**src/design/lebl_pkg.sv**
```systemverilog
// Shared types and constants for the LED error-code blinker.
package lebl_pkg;

  // Configuration register indexes
  localparam logic [2:0] REG_SHORT_ON     = 3'd0;
  localparam logic [2:0] REG_LONG_ON      = 3'd1;
  localparam logic [2:0] REG_GAP          = 3'd2;
  localparam logic [2:0] REG_PRE_PAUSE    = 3'd3;
  localparam logic [2:0] REG_CODE_HALF    = 3'd4;
  localparam logic [2:0] REG_END_PAUSE    = 3'd5;
  localparam logic [2:0] REG_REPEAT_LIMIT = 3'd6;

  localparam int unsigned CFG_IDX_W  = 3;
  localparam int unsigned CFG_DATA_W = 16;

  // Flashes in each preamble group
  localparam logic [7:0] PREAMBLE_FLASHES = 8'd3;

  // Command codes
  localparam logic CMD_TICK  = 1'b0;
  localparam logic CMD_START = 1'b1;

  typedef struct packed {
    logic [15:0] short_on_ms;
    logic [15:0] long_on_ms;
    logic [15:0] gap_ms;
    logic [15:0] pre_code_pause_ms;
    logic [15:0] code_half_period_ms;
    logic [15:0] end_pause_ms;
    logic [7:0]  repeat_limit;
  } cfg_t;

  typedef struct packed {
    logic        led_on;
    logic [23:0] led_color;
    logic        kick_watchdog;
    logic        reset_request;
    logic        busy_res;
  } res_t;

endpackage

```
**src/design/led_error_code_blinker.sv**
```systemverilog
// LED error-code blinker top level: input register, sequencer and result register.
//
// Each request is either a start (latches code and colour) or a one-millisecond
// tick, and each yields exactly one result: the LED state for that tick, a
// watchdog kick on the first tick of every pass, a reset request on the tick
// that ends the final pass, and a busy flag. One request is taken per clock
// cycle unless the request side is stalled; the result register captures the
// sequencer update of the request held in the input register and offers it as
// that request's result. Stall on the result side holds the result register and,
// once the input register is also full, stalls the request side. Configuration
// writes are taken at any edge with cfg_we_i high and must only be made while idle.
module led_error_code_blinker (
  input  logic                            clk_i,
  input  logic                            rst_ni,
  input  logic                            in_valid_i,
  output logic                            in_stall_o,
  input  logic                            command_i,
  input  logic [7:0]                      error_code_i,
  input  logic [23:0]                     flash_color_i,
  output logic                            out_valid_o,
  input  logic                            out_stall_i,
  output logic                            led_on_o,
  output logic [23:0]                     led_color_o,
  output logic                            kick_watchdog_o,
  output logic                            reset_request_o,
  output logic                            busy_res_o,
  input  logic                            cfg_we_i,
  input  logic [lebl_pkg::CFG_IDX_W-1:0]  cfg_index_i,
  input  logic [lebl_pkg::CFG_DATA_W-1:0] cfg_data_i
);
  import lebl_pkg::*;

  cfg_t        cfg;
  res_t        res, res_q;
  logic        in_vld_q, out_vld_q;
  logic        cmd_q;
  logic [7:0]  code_q;
  logic [23:0] color_q;
  logic        s1_ready, s2_ready, step;

  assign s2_ready   = !out_vld_q || !out_stall_i;
  assign s1_ready   = !in_vld_q || s2_ready;
  assign step       = in_vld_q && s2_ready;
  assign in_stall_o = !s1_ready;

  lebl_cfg_regs u_cfg (
    .clk_i       (clk_i),
    .rst_ni      (rst_ni),
    .cfg_we_i    (cfg_we_i),
    .cfg_index_i (cfg_index_i),
    .cfg_data_i  (cfg_data_i),
    .cfg_o       (cfg)
  );

  lebl_seq u_seq (
    .clk_i         (clk_i),
    .rst_ni        (rst_ni),
    .step_i        (step),
    .command_i     (cmd_q),
    .error_code_i  (code_q),
    .flash_color_i (color_q),
    .cfg_i         (cfg),
    .res_o         (res)
  );

  always_ff @(posedge clk_i or negedge rst_ni) begin
    if (!rst_ni) begin
      in_vld_q  <= 1'b0;
      out_vld_q <= 1'b0;
    end else begin
      if (s1_ready) begin
        in_vld_q <= in_valid_i;
      end
      if (s2_ready) begin
        out_vld_q <= in_vld_q;
      end
    end
  end

  // Payload registers: hold while stalled
  always_ff @(posedge clk_i) begin
    if (s1_ready && in_valid_i) begin
      cmd_q   <= command_i;
      code_q  <= error_code_i;
      color_q <= flash_color_i;
    end
    if (step) begin
      res_q <= res;
    end
  end

  assign out_valid_o     = out_vld_q;
  assign led_on_o        = res_q.led_on;
  assign led_color_o     = res_q.led_color;
  assign kick_watchdog_o = res_q.kick_watchdog;
  assign reset_request_o = res_q.reset_request;
  assign busy_res_o      = res_q.busy_res;

endmodule

```
**src/design/lebl_cfg_regs.sv**
```systemverilog
// Configuration register file of the LED error-code blinker.
module lebl_cfg_regs (
  input  logic                               clk_i,
  input  logic                               rst_ni,
  input  logic                               cfg_we_i,
  input  logic [lebl_pkg::CFG_IDX_W-1:0]     cfg_index_i,
  input  logic [lebl_pkg::CFG_DATA_W-1:0]    cfg_data_i,
  output lebl_pkg::cfg_t                     cfg_o
);
  import lebl_pkg::*;

  cfg_t cfg_q;

  always_ff @(posedge clk_i or negedge rst_ni) begin
    if (!rst_ni) begin
      cfg_q.short_on_ms         <= 16'd150;
      cfg_q.long_on_ms          <= 16'd300;
      cfg_q.gap_ms              <= 16'd100;
      cfg_q.pre_code_pause_ms   <= 16'd900;
      cfg_q.code_half_period_ms <= 16'd300;
      cfg_q.end_pause_ms        <= 16'd800;
      cfg_q.repeat_limit        <= 8'd0;
    end else if (cfg_we_i) begin
      case (cfg_index_i)
        REG_SHORT_ON:     cfg_q.short_on_ms         <= cfg_data_i;
        REG_LONG_ON:      cfg_q.long_on_ms          <= cfg_data_i;
        REG_GAP:          cfg_q.gap_ms              <= cfg_data_i;
        REG_PRE_PAUSE:    cfg_q.pre_code_pause_ms   <= cfg_data_i;
        REG_CODE_HALF:    cfg_q.code_half_period_ms <= cfg_data_i;
        REG_END_PAUSE:    cfg_q.end_pause_ms        <= cfg_data_i;
        REG_REPEAT_LIMIT: cfg_q.repeat_limit        <= cfg_data_i[7:0];
        default: ;
      endcase
    end
  end

  assign cfg_o = cfg_q;

endmodule

```
**src/design/lebl_seq.sv**
```systemverilog
// Flash sequencer: phase machine, segment timer and pass counter.
module lebl_seq (
  input  logic           clk_i,
  input  logic           rst_ni,
  input  logic           step_i,
  input  logic           command_i,
  input  logic [7:0]     error_code_i,
  input  logic [23:0]    flash_color_i,
  input  lebl_pkg::cfg_t cfg_i,
  output lebl_pkg::res_t res_o
);
  import lebl_pkg::*;

  typedef enum logic [3:0] {
    PH_IDLE,
    PH_S1ON,
    PH_S1OFF,
    PH_GAPA,
    PH_LON,
    PH_LOFF,
    PH_GAPB,
    PH_S2ON,
    PH_S2OFF,
    PH_PAUSE,
    PH_CON,
    PH_COFF,
    PH_END
  } phase_e;

  typedef struct packed {
    phase_e     ph;
    logic [7:0] fc;
    logic [7:0] pc;
    logic       raise;
  } seg_t;

  // Bound on skipped empty off segments after a segment ends; the longest run is three
  localparam int unsigned SKIP_STEPS = 4;

  phase_e      phase_q;
  logic [7:0]  fc_q, pc_q, code_q, code_d;
  logic [15:0] tt_q, tt_d, tt_inc;
  logic [23:0] color_q, color_d;
  seg_t        st;
  res_t        res;

  function automatic logic [15:0] at_least_one(input logic [15:0] v);
    return (v == 16'd0) ? 16'd1 : v;
  endfunction

  function automatic logic [15:0] seg_len(input phase_e ph, input cfg_t c);
    logic [15:0] len;
    case (ph)
      PH_S1ON, PH_S2ON:                       len = at_least_one(c.short_on_ms);
      PH_LON:                                 len = at_least_one(c.long_on_ms);
      PH_S1OFF, PH_S2OFF, PH_LOFF,
      PH_GAPA, PH_GAPB:                       len = c.gap_ms;
      PH_PAUSE:                               len = c.pre_code_pause_ms;
      PH_CON:                                 len = at_least_one(c.code_half_period_ms);
      PH_COFF:                                len = c.code_half_period_ms;
      PH_END:                                 len = c.end_pause_ms;
      default:                                len = 16'd0;
    endcase
    return len;
  endfunction

  function automatic logic is_on(input phase_e ph);
    return (ph == PH_S1ON) || (ph == PH_LON) || (ph == PH_S2ON) || (ph == PH_CON);
  endfunction

  function automatic seg_t next_seg(input seg_t s, input cfg_t c, input logic [7:0] code);
    seg_t       n;
    logic [7:0] fc_inc;
    logic [7:0] pc_inc;
    n      = s;
    fc_inc = s.fc + 8'd1;
    pc_inc = s.pc + 8'd1;
    case (s.ph)
      PH_S1ON: n.ph = PH_S1OFF;
      PH_S1OFF: begin
        if (fc_inc < PREAMBLE_FLASHES) begin
          n.fc = fc_inc;
          n.ph = PH_S1ON;
        end else begin
          n.fc = 8'd0;
          n.ph = PH_GAPA;
        end
      end
      PH_GAPA: n.ph = PH_LON;
      PH_LON:  n.ph = PH_LOFF;
      PH_LOFF: begin
        if (fc_inc < PREAMBLE_FLASHES) begin
          n.fc = fc_inc;
          n.ph = PH_LON;
        end else begin
          n.fc = 8'd0;
          n.ph = PH_GAPB;
        end
      end
      PH_GAPB: n.ph = PH_S2ON;
      PH_S2ON: n.ph = PH_S2OFF;
      PH_S2OFF: begin
        if (fc_inc < PREAMBLE_FLASHES) begin
          n.fc = fc_inc;
          n.ph = PH_S2ON;
        end else begin
          n.fc = 8'd0;
          n.ph = PH_PAUSE;
        end
      end
      PH_PAUSE: begin
        n.fc = 8'd0;
        n.ph = (code == 8'd0) ? PH_END : PH_CON;
      end
      PH_CON: n.ph = PH_COFF;
      PH_COFF: begin
        n.fc = fc_inc;
        n.ph = (fc_inc < code) ? PH_CON : PH_END;
      end
      PH_END: begin
        n.pc = pc_inc;
        n.fc = 8'd0;
        if ((c.repeat_limit != 8'd0) && (pc_inc >= c.repeat_limit)) begin
          n.ph    = PH_IDLE;
          n.raise = 1'b1;
        end else begin
          n.ph = PH_S1ON;
        end
      end
      default: n.ph = PH_IDLE;
    endcase
    return n;
  endfunction

  always_comb begin
    res     = '0;
    st      = '{ph: phase_q, fc: fc_q, pc: pc_q, raise: 1'b0};
    tt_d    = tt_q;
    code_d  = code_q;
    color_d = color_q;
    tt_inc  = tt_q + 16'd1;
    if (command_i == CMD_START) begin
      code_d  = error_code_i;
      color_d = flash_color_i;
      st.ph   = PH_S1ON;
      st.fc   = 8'd0;
      st.pc   = 8'd0;
      tt_d    = 16'd0;
    end else if (phase_q != PH_IDLE) begin
      res.kick_watchdog = (phase_q == PH_S1ON) && (fc_q == 8'd0) && (tt_q == 16'd0);
      res.led_on        = is_on(phase_q);
      res.led_color     = is_on(phase_q) ? color_q : 24'd0;
      tt_d              = tt_inc;
      if (tt_inc >= seg_len(phase_q, cfg_i)) begin
        tt_d = 16'd0;
        st   = next_seg(st, cfg_i, code_q);
        // drop empty off segments; on segments always last a tick
        for (int k = 0; k < SKIP_STEPS; k++) begin
          if ((st.ph != PH_IDLE) && (seg_len(st.ph, cfg_i) == 16'd0)) begin
            st = next_seg(st, cfg_i, code_q);
          end
        end
      end
    end
    res.reset_request = st.raise;
    res.busy_res      = (st.ph != PH_IDLE);
  end

  always_ff @(posedge clk_i or negedge rst_ni) begin
    if (!rst_ni) begin
      phase_q <= PH_IDLE;
      fc_q    <= 8'd0;
      pc_q    <= 8'd0;
      tt_q    <= 16'd0;
      code_q  <= 8'd0;
      color_q <= 24'd0;
    end else if (step_i) begin
      phase_q <= st.ph;
      fc_q    <= st.fc;
      pc_q    <= st.pc;
      tt_q    <= tt_d;
      code_q  <= code_d;
      color_q <= color_d;
    end
  end

  assign res_o = res;

endmodule

```
**config.mk**
```make
export PLATFORM = sky130hd
export DESIGN_NAME = led_error_code_blinker
export DESIGN_NICKNAME = d
export VERILOG_FILES = /design/src/design/lebl_pkg.sv /design/src/design/led_error_code_blinker.sv /design/src/design/lebl_cfg_regs.sv /design/src/design/lebl_seq.sv
export SDC_FILE = /design/constraint.sdc
export NUM_CORES = 1
export LEC_CHECK = 0
export BUFFER_PORTS_ARGS = -buffer_cell sky130_fd_sc_hd__buf_2
export CAP_MARGIN = 40
export CORE_UTILIZATION = 35
export CTS_BUF_LIST = sky130_fd_sc_hd__clkbuf_2
export DETAILED_ROUTE_END_ITERATION = 12
export GPL_TIMING_DRIVEN = 0
export SYNTH_ARGS = -nofsm -noshare
export SYNTH_HDL_FRONTEND = slang
export SYNTH_SLANG_ARGS = --single-unit
```
**constraint.sdc**
```tcl
create_clock -name clk_i -period 8.8 [get_ports clk_i]
set_input_delay 2.2 -clock clk_i [delete_from_list [all_inputs] [get_ports clk_i]]
set_output_delay 2.2 -clock clk_i [all_outputs]
set_load 0.05 [all_outputs]
```
# Yosys cells after proc, flatten, opt, wreduce, memory -nomap -nowiden
# Index checks and enable logic that the tools add are counted.
# totals
register_bits,235
inputBits,57
out_inout_bits,30
wordCells,285
# classes
n_addsub,11
n_lt_le_gt_ge,16
n_eq_ne,66
mux,96
n_bitwise,3
reduce_logical,70
# ops
cell,n
$pmux W16 S7,5
$mux W16,20
$mux W21,15
$pmux W4 S12,5
$pmux W8 S5,5
$logic_not A16 Y1,8
$eq A4 B4 Y1 const B,25
$mux W10,10
$add A8 B1 Y8 const B,10
$eq A4 B3 Y1 const B,20
$mux W9,8
$mux W12,5
$eq A4 B2 Y1 const B,10
$ge A8 B8 Y1,5
$lt A8 B2 Y1 const B,5
$lt A8 B8 Y1,5
$reduce_or A5 Y1,5
$mux W8,3
$reduce_bool A4 Y1,6
$reduce_or A2 Y1,11
$eq A4 B1 Y1 const B,5
$mux W20,1
$mux W3,6
$reduce_and A2 Y1,9
other kinds (17),55

# Depth between registers and ports, before layout
# Gate-level depths: netlist of run 1.
# logic_depth
depth_word,58
depth_mapped,43
mapped_depth_nobuf,41

# Hierarchy
# Synthesis of run 1 repeated with hierarchy kept, for this count alone.
# unflattened
hier_cells,1507
hier_area_um2,15422.3
# modules_own_cells
module,instances,cells_each,area_each_um2,seq_area_each_um2
lebl_seq,1,1210,9470.3,1701.6
lebl_cfg_regs,1,228,4027.6,2630.0
led_error_code_blinker,1,69,1924.3,1881.8

# Worst setup path after synthesis of run 1
# OpenSTA, ideal clock, no wires.
# synth_timing
kind,reg2reg
startpoint,reg u_seq.fc_q[0]
endpoint,"reg res_q (netlist bit busy_res_o), data pin"
setup_time_ns,0.259
arrival_ns,7.556
required_time_ns,8.541
slack_ns,0.985
stages_incl_launch_ff,40
path_buffers,1
synth_period_minus_slack_ns,7.815
cell_sequence,dfrtp_1 ha_1 buf_2 nor3_1 o2111ai_2 a221oi_2 a211oi_1 nor2_1 ha_1 inv_1 a211oi_2 nand4_1 xnor2_1 ha_1 and4_1 o2111ai_1 o211ai_1 o32a_1 (+4 left out) a211oi_1 xor2_1 ha_1 inv_1 a21oi_1 xor2_1 inv_1 ha_1 nor2b_1 o21ai_0 nand2b_1 a21oi_1 nor2b_1 o21ai_0 a21oi_1 o211ai_1 a211o_1 a211o_1
# synth_lines
element,line_no,rtl
start: declaration,lebl_seq.sv:41,"logic [7:0] fc_q, pc_q, code_q, code_d;"
start signal: assignment,lebl_seq.sv:179,fc_q <= st.fc;
end signal: assignment,led_error_code_blinker.sv:88,res_q <= res;
end: declaration,led_error_code_blinker.sv:34,"res_t res, res_q;"

==> out/qor.yml, run 1 <==
outcome: "completed"
yosys_warnings: 0
grt_max_degree: 124
hpwlAfterDp_um: 34800
portBuffers: 84
core_area_mm2: 0.0431
hp-class: "flip-flop to flip-flop"
ys_seq_area_share_pct: 40.6
tightest_slew_ns: 0.924
maxSlewViolCount: 0
cap_violations: 0
drt_iter0_drc: 1247
drtPass1Iterations: 9
max-slew-margin-rel_pct: 37.9
critical-path-max-stage-delay_ns: 0.44
vdd_ir_drop_max_v: 0.000124
postRouteAntennaNets: 0
busiest_layer: "met2"
total_power_w: 0.00276
clock_latency_ns: 0.90
dpl_worst_slack_ns: -0.607
cts_buffers: 56
cts_max_level: 2
synth_top_area_share_pct: 24.9
io_pins: 87
reg2reg_slack_ns: 0.47
crit_arrival_ns: 8.98
yosysTopAreaCell: "dfrtp_1"
num_vias: 13100
vias_per_cell: 5.63
grt_pass1_vias: 12700
use_met1_pct: 27.6
whs_ns: 0.477
totalWireLength_um: 45800
use_met2_pct: 33.9
antenna_found_initial: 1
met3_usage_pct: 2.47
area_growth_pct: 13.9
p_per_area_mw_per_mm2: 158
grt_pass1_wl_um: 72100
synth_nets: 1668
clkSinkCount: 235
finClkSkew_ns: 0.0441
synth_area_mm2: 0.0153
crit_path_end_kind: "flip-flop"
ctsHoldBuffers: 0
critical_path_class: "flip-flop to flip-flop"
ys_ff_latch: 235
drive_above_1_share_pct: 25.9
final.setup.worst_slack_ns: 0.469
hold_viol: 0
setup_viol: 0
cp_slowest_cell: "or4_4"
synth.top_cells.by_area: "dfrtp_1, edfxtp_1, mux2_2"
place_congestion: 0.953
syn-mean-instance-area_um2: 10.0
fmax_mhz: 120
clockRootBuffer: "clkbuf_2"
fin_crit_sh_pct: 94.7
tns_ns: 0
synth_ff_type: "dfrtp_1"
wl_per_cell_um: 19.7
grt_overflow: 0
start_util_pct: 35.5
die_w_um: 211
synth_edf_count: 61
crit_fanout: 9
cp_data_required_time_ns: 9.45
clockBufferDepth: 3
drc: 0
fp.dieH_um: 211
postSynthCellCount: 1529
grt.total_usage_pct: 20.6
min_period_ns: 8.33
num_rows: 76
cp-start-kind: "flip-flop"
p_leak_nw: 7.23
async_reset_ff_share_pct: 74.0
clkTransAtPathRegs_ns: 0.11
fp.dieArea_mm2: 0.0445
synth.distinct_cells: 101
nNetsFinal: 1829
tritoncts: "done"
-- layout make-up --
class | count | area [um^2]
clock buffer | 89 | 445
clock inverter | 17 | 120
tap | 585 | 732
buffer | 73 | 335
inverter | 46 | 173
sequential | 235 | 6210
fill | 4206 | 25700
antenna | 1 | 2.50
multi-input combinational | 1174 | 8780
timing repair buffer | 104 | 611
-- layer usage --
layer	vias to the layer above	share of wire, %
met5	-	0
met4	0	3.0
met3	88	4.9
met2	398	48
met1	6503	44
li1	6097	-
-- where the power goes --
group	leakage, nW	internal [W]	switching, W
clock	0.428	0.000326	0.000437
combinational	4.11	0.000237	0.000300
sequential	2.70	0.00131	0.000144
total	7.23	0.00188	0.000881
-- what timing repair did --
item,in CTS,in global routing
endpoints found under the setup margin,8,11
gates resized for setup,10,45
pin swaps,2,10
buffers inserted,2,10
-- metrics by stage --
stage | util [%] | std cells | cell area (um^2)
6_report | 40.4 | 2324 | 17400
4_1_cts | 39.9 | 2314 | 17200
3_5_place_dp | 38.4 | 2206 | 16500
2_1_floorplan | - | 1529 | 15300
5_1_grt | 40.4 | 2324 | 17400
3_3_place_gp | 38.2 | 2198 | 16400
-- registers in the layout, indices dropped and copies added (netlist names) --
name	flops
color_q	24
led_color_o	24
cmd_q	1
led_on_o	1
u_seq.pc_q	8
busy_res_o	1
reset_request_o	1
in_vld_q	1
u_cfg.cfg_o	104
u_seq.color_q	24
u_seq.tt_q	16
u_seq.phase_q	4
u_seq.fc_q	8
out_valid_o	1
kick_watchdog_o	1
code_q	8
u_seq.code_q	8
-- worst max-delay path, delay by kind of cell (launching register included) --
| family | cells | cell delay (ns) |
|---|---|---|
| simple gates | 9 | 1.75 |
| compound gates | 20 | 3.56 |
| buf+inv | 3 | 0.49 |
| fa+ha+maj | 5 | 1.28 |
| mux | 1 | 0.37 |
| xor+xnor | 1 | 0.25 |
| flops | 1 | 0.40 |
-- layout by cell type (no fill, tap or decap), drive strengths merged, types with 11 or more instances in the layout --
| cell | n |
|---|---|
| nor4 | 37 |
| nand2 | 140 |
| a21oi | 77 |
| nand4 | 19 |
| mux2 | 139 |
| edfxtp | 61 |
| nor2 | 77 |
| a21o | 27 |
| xor2 | 32 |
| and2 | 42 |
| nand3 | 51 |
| xnor2 | 51 |
| a22oi | 17 |
| nor2b | 14 |
| a222oi | 12 |
| ha | 82 |
| dfrtp | 152 |
| inv | 46 |
| o211ai | 12 |
| nand2b | 19 |
| o21ai | 74 |
| buf | 129 |
| or3 | 12 |
| dfstp | 22 |
| clkinv | 15 |
| or4 | 12 |
| a221oi | 14 |
| a211oi | 15 |
| nor3 | 38 |
| clkbuf | 137 |
| or2 | 11 |
-- path summary, 6_finish.rpt --
path,from,to,cells past startpoint
max,u_seq.fc_q[1],busy_res_o,39
max in group asynchronous,rst_ni,u_cfg.cfg_o[73],2
min reg2reg,color_q[20],u_seq.color_q[20],1
min,color_q[20],u_seq.color_q[20],1
max reg2reg,u_seq.fc_q[1],busy_res_o,39
min in group asynchronous,rst_ni,u_seq.code_q[4],1
-- cells by family after synthesis --
logic type | share of synthesized area, %
AND/OR/NAND/NOR | 17.5
AO/OA/AOI/OAI | 16.5
flip-flops | 40.6
multiplexers | 10.6
buffers and inverters | 3.25
XOR/XNOR | 4.75
adder cells (fa/ha/maj) | 6.71
-- cell usage after synthesis (all sizes together) (11+ instances only) --
master	n
and2	42
a22oi	17
nand2	140
o21ai	74
nor2	77
a21o	27
dfstp	22
a211oi	15
or4	12
nand3	51
edfxtp	61
ha	82
a222oi	12
or2	11
nor4	37
o211ai	12
nand2b	19
mux2	139
a21oi	77
xor2	32
clkbuf	48
or3	12
dfrtp	152
xnor2	51
buf	26
nor2b	14
nand4	19
a221oi	14
inv	46
nor3	38
No activity file was read; power rests on OpenSTA's default activity.
==> run 2: changes to the inputs <==
--- a/config.mk
+++ b/config.mk
@@ -5,10 +5,10 @@
 export SDC_FILE = /design/constraint.sdc
 export NUM_CORES = 1
 export LEC_CHECK = 0
+export ABC_AREA = 1
 export BUFFER_PORTS_ARGS = -buffer_cell sky130_fd_sc_hd__buf_2
 export CAP_MARGIN = 40
 export CORE_UTILIZATION = 35
-export CTS_BUF_LIST = sky130_fd_sc_hd__clkbuf_2
 export DETAILED_ROUTE_END_ITERATION = 12
 export GPL_TIMING_DRIVEN = 0
 export SYNTH_ARGS = -nofsm -noshare
==> run 2 against run 1 <==
  * First-iteration DRC count is 9.4% lower
  * Critical path type unchanged
  * Sequential power hardly changed
  * Flip-flop and latch count stayed put
  * Setup slack better by 0.18 ns
==> out/qor.yml, run 2 <==
outcome: "completed"
clkSinkCount: 235
grt_overflow: 0
num_vias: 13500
final.setup.worst_slack_ns: 0.651
maxSlewViolCount: 0
crit_family: "simple AND/OR/NAND/NOR gates"
synth_nets: 2044
whs_ns: 0.488
cp_num_buf_inv: 5
yosys_warnings: 0
nNetsFinal: 2164
ys_seq_area_share_pct: 42.1
fp.dieArea_mm2: 0.0430
seqPwrFrac_pct: 26.5
fp.dieH_um: 207
switchingPower_w: 0.00270
io_pins: 87
core_area_mm2: 0.0412
synth_ff_type: "dfrtp_1"
drtPass1Iterations: 5
hp-class: "flip-flop to flip-flop"
start_util_pct: 35.8
syn-mean-instance-area_um2: 7.74
dpl_worst_slack_ns: 0.411
internal_power_w: 0.00293
mostFrequentLayoutCell: "nand2_1"
synth.most_common_cell: "nand2_1"
synth.distinct_cells: 59
p_leak_nw: 8.14
min_period_ns: 8.15
clockRootBuffer: "clkbuf_16"
clockPowerShare_pct: 20.6
postSynthCellCount: 1905
critical-path-max-stage-delay_ns: 0.51
portBuffers: 86
fin_crit_sh_pct: 92.6
grt_pass1_vias: 12800
synth_area_mm2: 0.0148
grt_setup_unrepaired: "no"
max-slew-margin-rel_pct: 42.1
drc: 0
synth_edf_count: 61
grt_max_degree: 107
antenna_found_initial: 0
place_congestion: 0.977
clockBufferDepth: 3
cp_data_required_time_ns: 9.27
tns_ns: 0
vias_per_cell: 5.25
vdd_ir_drop_max_v: 0.000233
yosys-top-cells-count: "nand2_1, inv_1, o21ai_0"
area_growth_pct: 14.5
cap_violations: 0
crit_fanout: 7
totalWireLength_um: 44900
die_w_um: 207
crit_top_cell: "nand2_1"
tritoncts: "done"
num_rows: 74
critical_path_class: "flip-flop to flip-flop"
yosysTopAreaCell: "dfrtp_1"
reg2reg_slack_ns: 0.65
diodes: 0
setup_viol: 0
drive_above_1_share_pct: 13.1
clkTransAtPathRegs_ns: 0.06
fmax_mhz: 123
postRouteAntennaNets: 0
cts_buffers: 26
synth.top_cells.by_area: "dfrtp_1, edfxtp_1, nand2_1"
drt_iter0_drc: 1130
largest_reg_flops: 104
hold_viol: 0
grt.total_usage_pct: 20.9
switching_share_pct: 48.0
crit_path_end_kind: "flip-flop"
clock_latency_ns: 0.56
finClkSkew_ns: 0.0310
cts_max_level: 1
tightest_slew_ns: 0.861
postCtsSetupBuffers: 0
comb_power_share_pct: 52.8
hpwlAfterDp_um: 35000
cp_slowest_cell: "dfrtp_1"
crit_arrival_ns: 8.62
synth_top_area_share_pct: 25.8
ys_ff_latch: 235
cp-start-kind: "flip-flop"
async_reset_ff_share_pct: 74.0
p_per_area_mw_per_mm2: 334
final_cell_mix: "nand2_1, inv_1, o21ai_0"
wl_per_cell_um: 17.4
grt_pass1_wl_um: 71300
## run 2: cell types whose count changed in the layout (fill, tap and decap cells not counted), moves of 22 or more
cell | previous run | this run
a21o_1 | 27 | 1
clkbuf_16 | 0 | 27
nand2_1 | 139 | 456
inv_1 | 45 | 259
and2_1 | 39 | 0
nand2_2 | 1 | 23
clkbuf_2 | 94 | 2
nand3_1 | 50 | 92
xnor2_1 | 49 | 2
mux2_2 | 137 | 1
nor2_1 | 73 | 161
o21ai_0 | 57 | 176
## run 2: metal layers
metal  global-route usage [%]  share of wire (%)
met1                     28.6                 44
met2                     35.1                 48
met3                     2.19                5.6
met4                     5.48                2.3
met5                        0                  0
## run 2: cell type report
class / instances / area, um^2
Timing Repair Buffer: 92 / 543
Multi-Input combinational cell: 1339 / 7280
Inverter: 281 / 1050
Clock inverter: 15 / 199
Tap cell: 532 / 666
Sequential cell: 235 / 6210
Fill cell: 4135 / 24300
Clock buffer: 33 / 718
Buffer: 50 / 215
## run 2: stage by stage
step                      instances  power, W  instance area, um^2  utilization [%]
final                          2577   0.00564                16900             41.0
after global routing           2577   0.00604                16900             41.0
after CTS                      2577   0.00564                16900             41.0
after detailed placement       2529   0.00446                16000             38.8
after global placement         2523   0.00441                15900             38.5
after floorplan                1905   0.00366                14800                -
## run 2: timing repair
action                                  4_1_cts  5_1_grt
endpoints found under the setup margin        0        3
resized for setup                             0        6
hold buffers                                  0        0
## run 2: worst paths after layout
check | from | cells after the start | endpoint
worst max register to register | u_seq.fc_q[0] | 50 | u_seq.phase_q[0]
worst min register to register | code_q[0] | 1 | u_seq.code_q[0]
worst max-delay path | u_seq.fc_q[0] | 50 | u_seq.phase_q[0]
max in group asynchronous | rst_ni | 2 | u_cfg.cfg_o[13]
min in group asynchronous | rst_ni | 1 | u_cfg.cfg_o[91]
worst min-delay path | code_q[0] | 1 | u_seq.code_q[0]
## run 2: power groups by stage
stage / logic (W) / registers (W) / clock network [W]
3_5_place_dp: 0.00295 / 0.00151 / 0
3_3_place_gp: 0.00290 / 0.00151 / 0
4_1_cts: 0.00296 / 0.00149 / 0.00119
6_report: 0.00298 / 0.00149 / 0.00116
2_1_floorplan: 0.00208 / 0.00159 / 0
5_1_grt: 0.00329 / 0.00152 / 0.00123
## run 2: kinds of logic after synthesis
family                   share of synthesized area (%)
AO/OA/AOI/OAI                                     13.8
XOR/XNOR                                          2.02
adder cells (fa/ha/maj)                           6.95
buffers and inverters                             8.59
flip-flops                                        42.1
multiplexers                                    0.0763
AND/OR/NAND/NOR                                   26.4
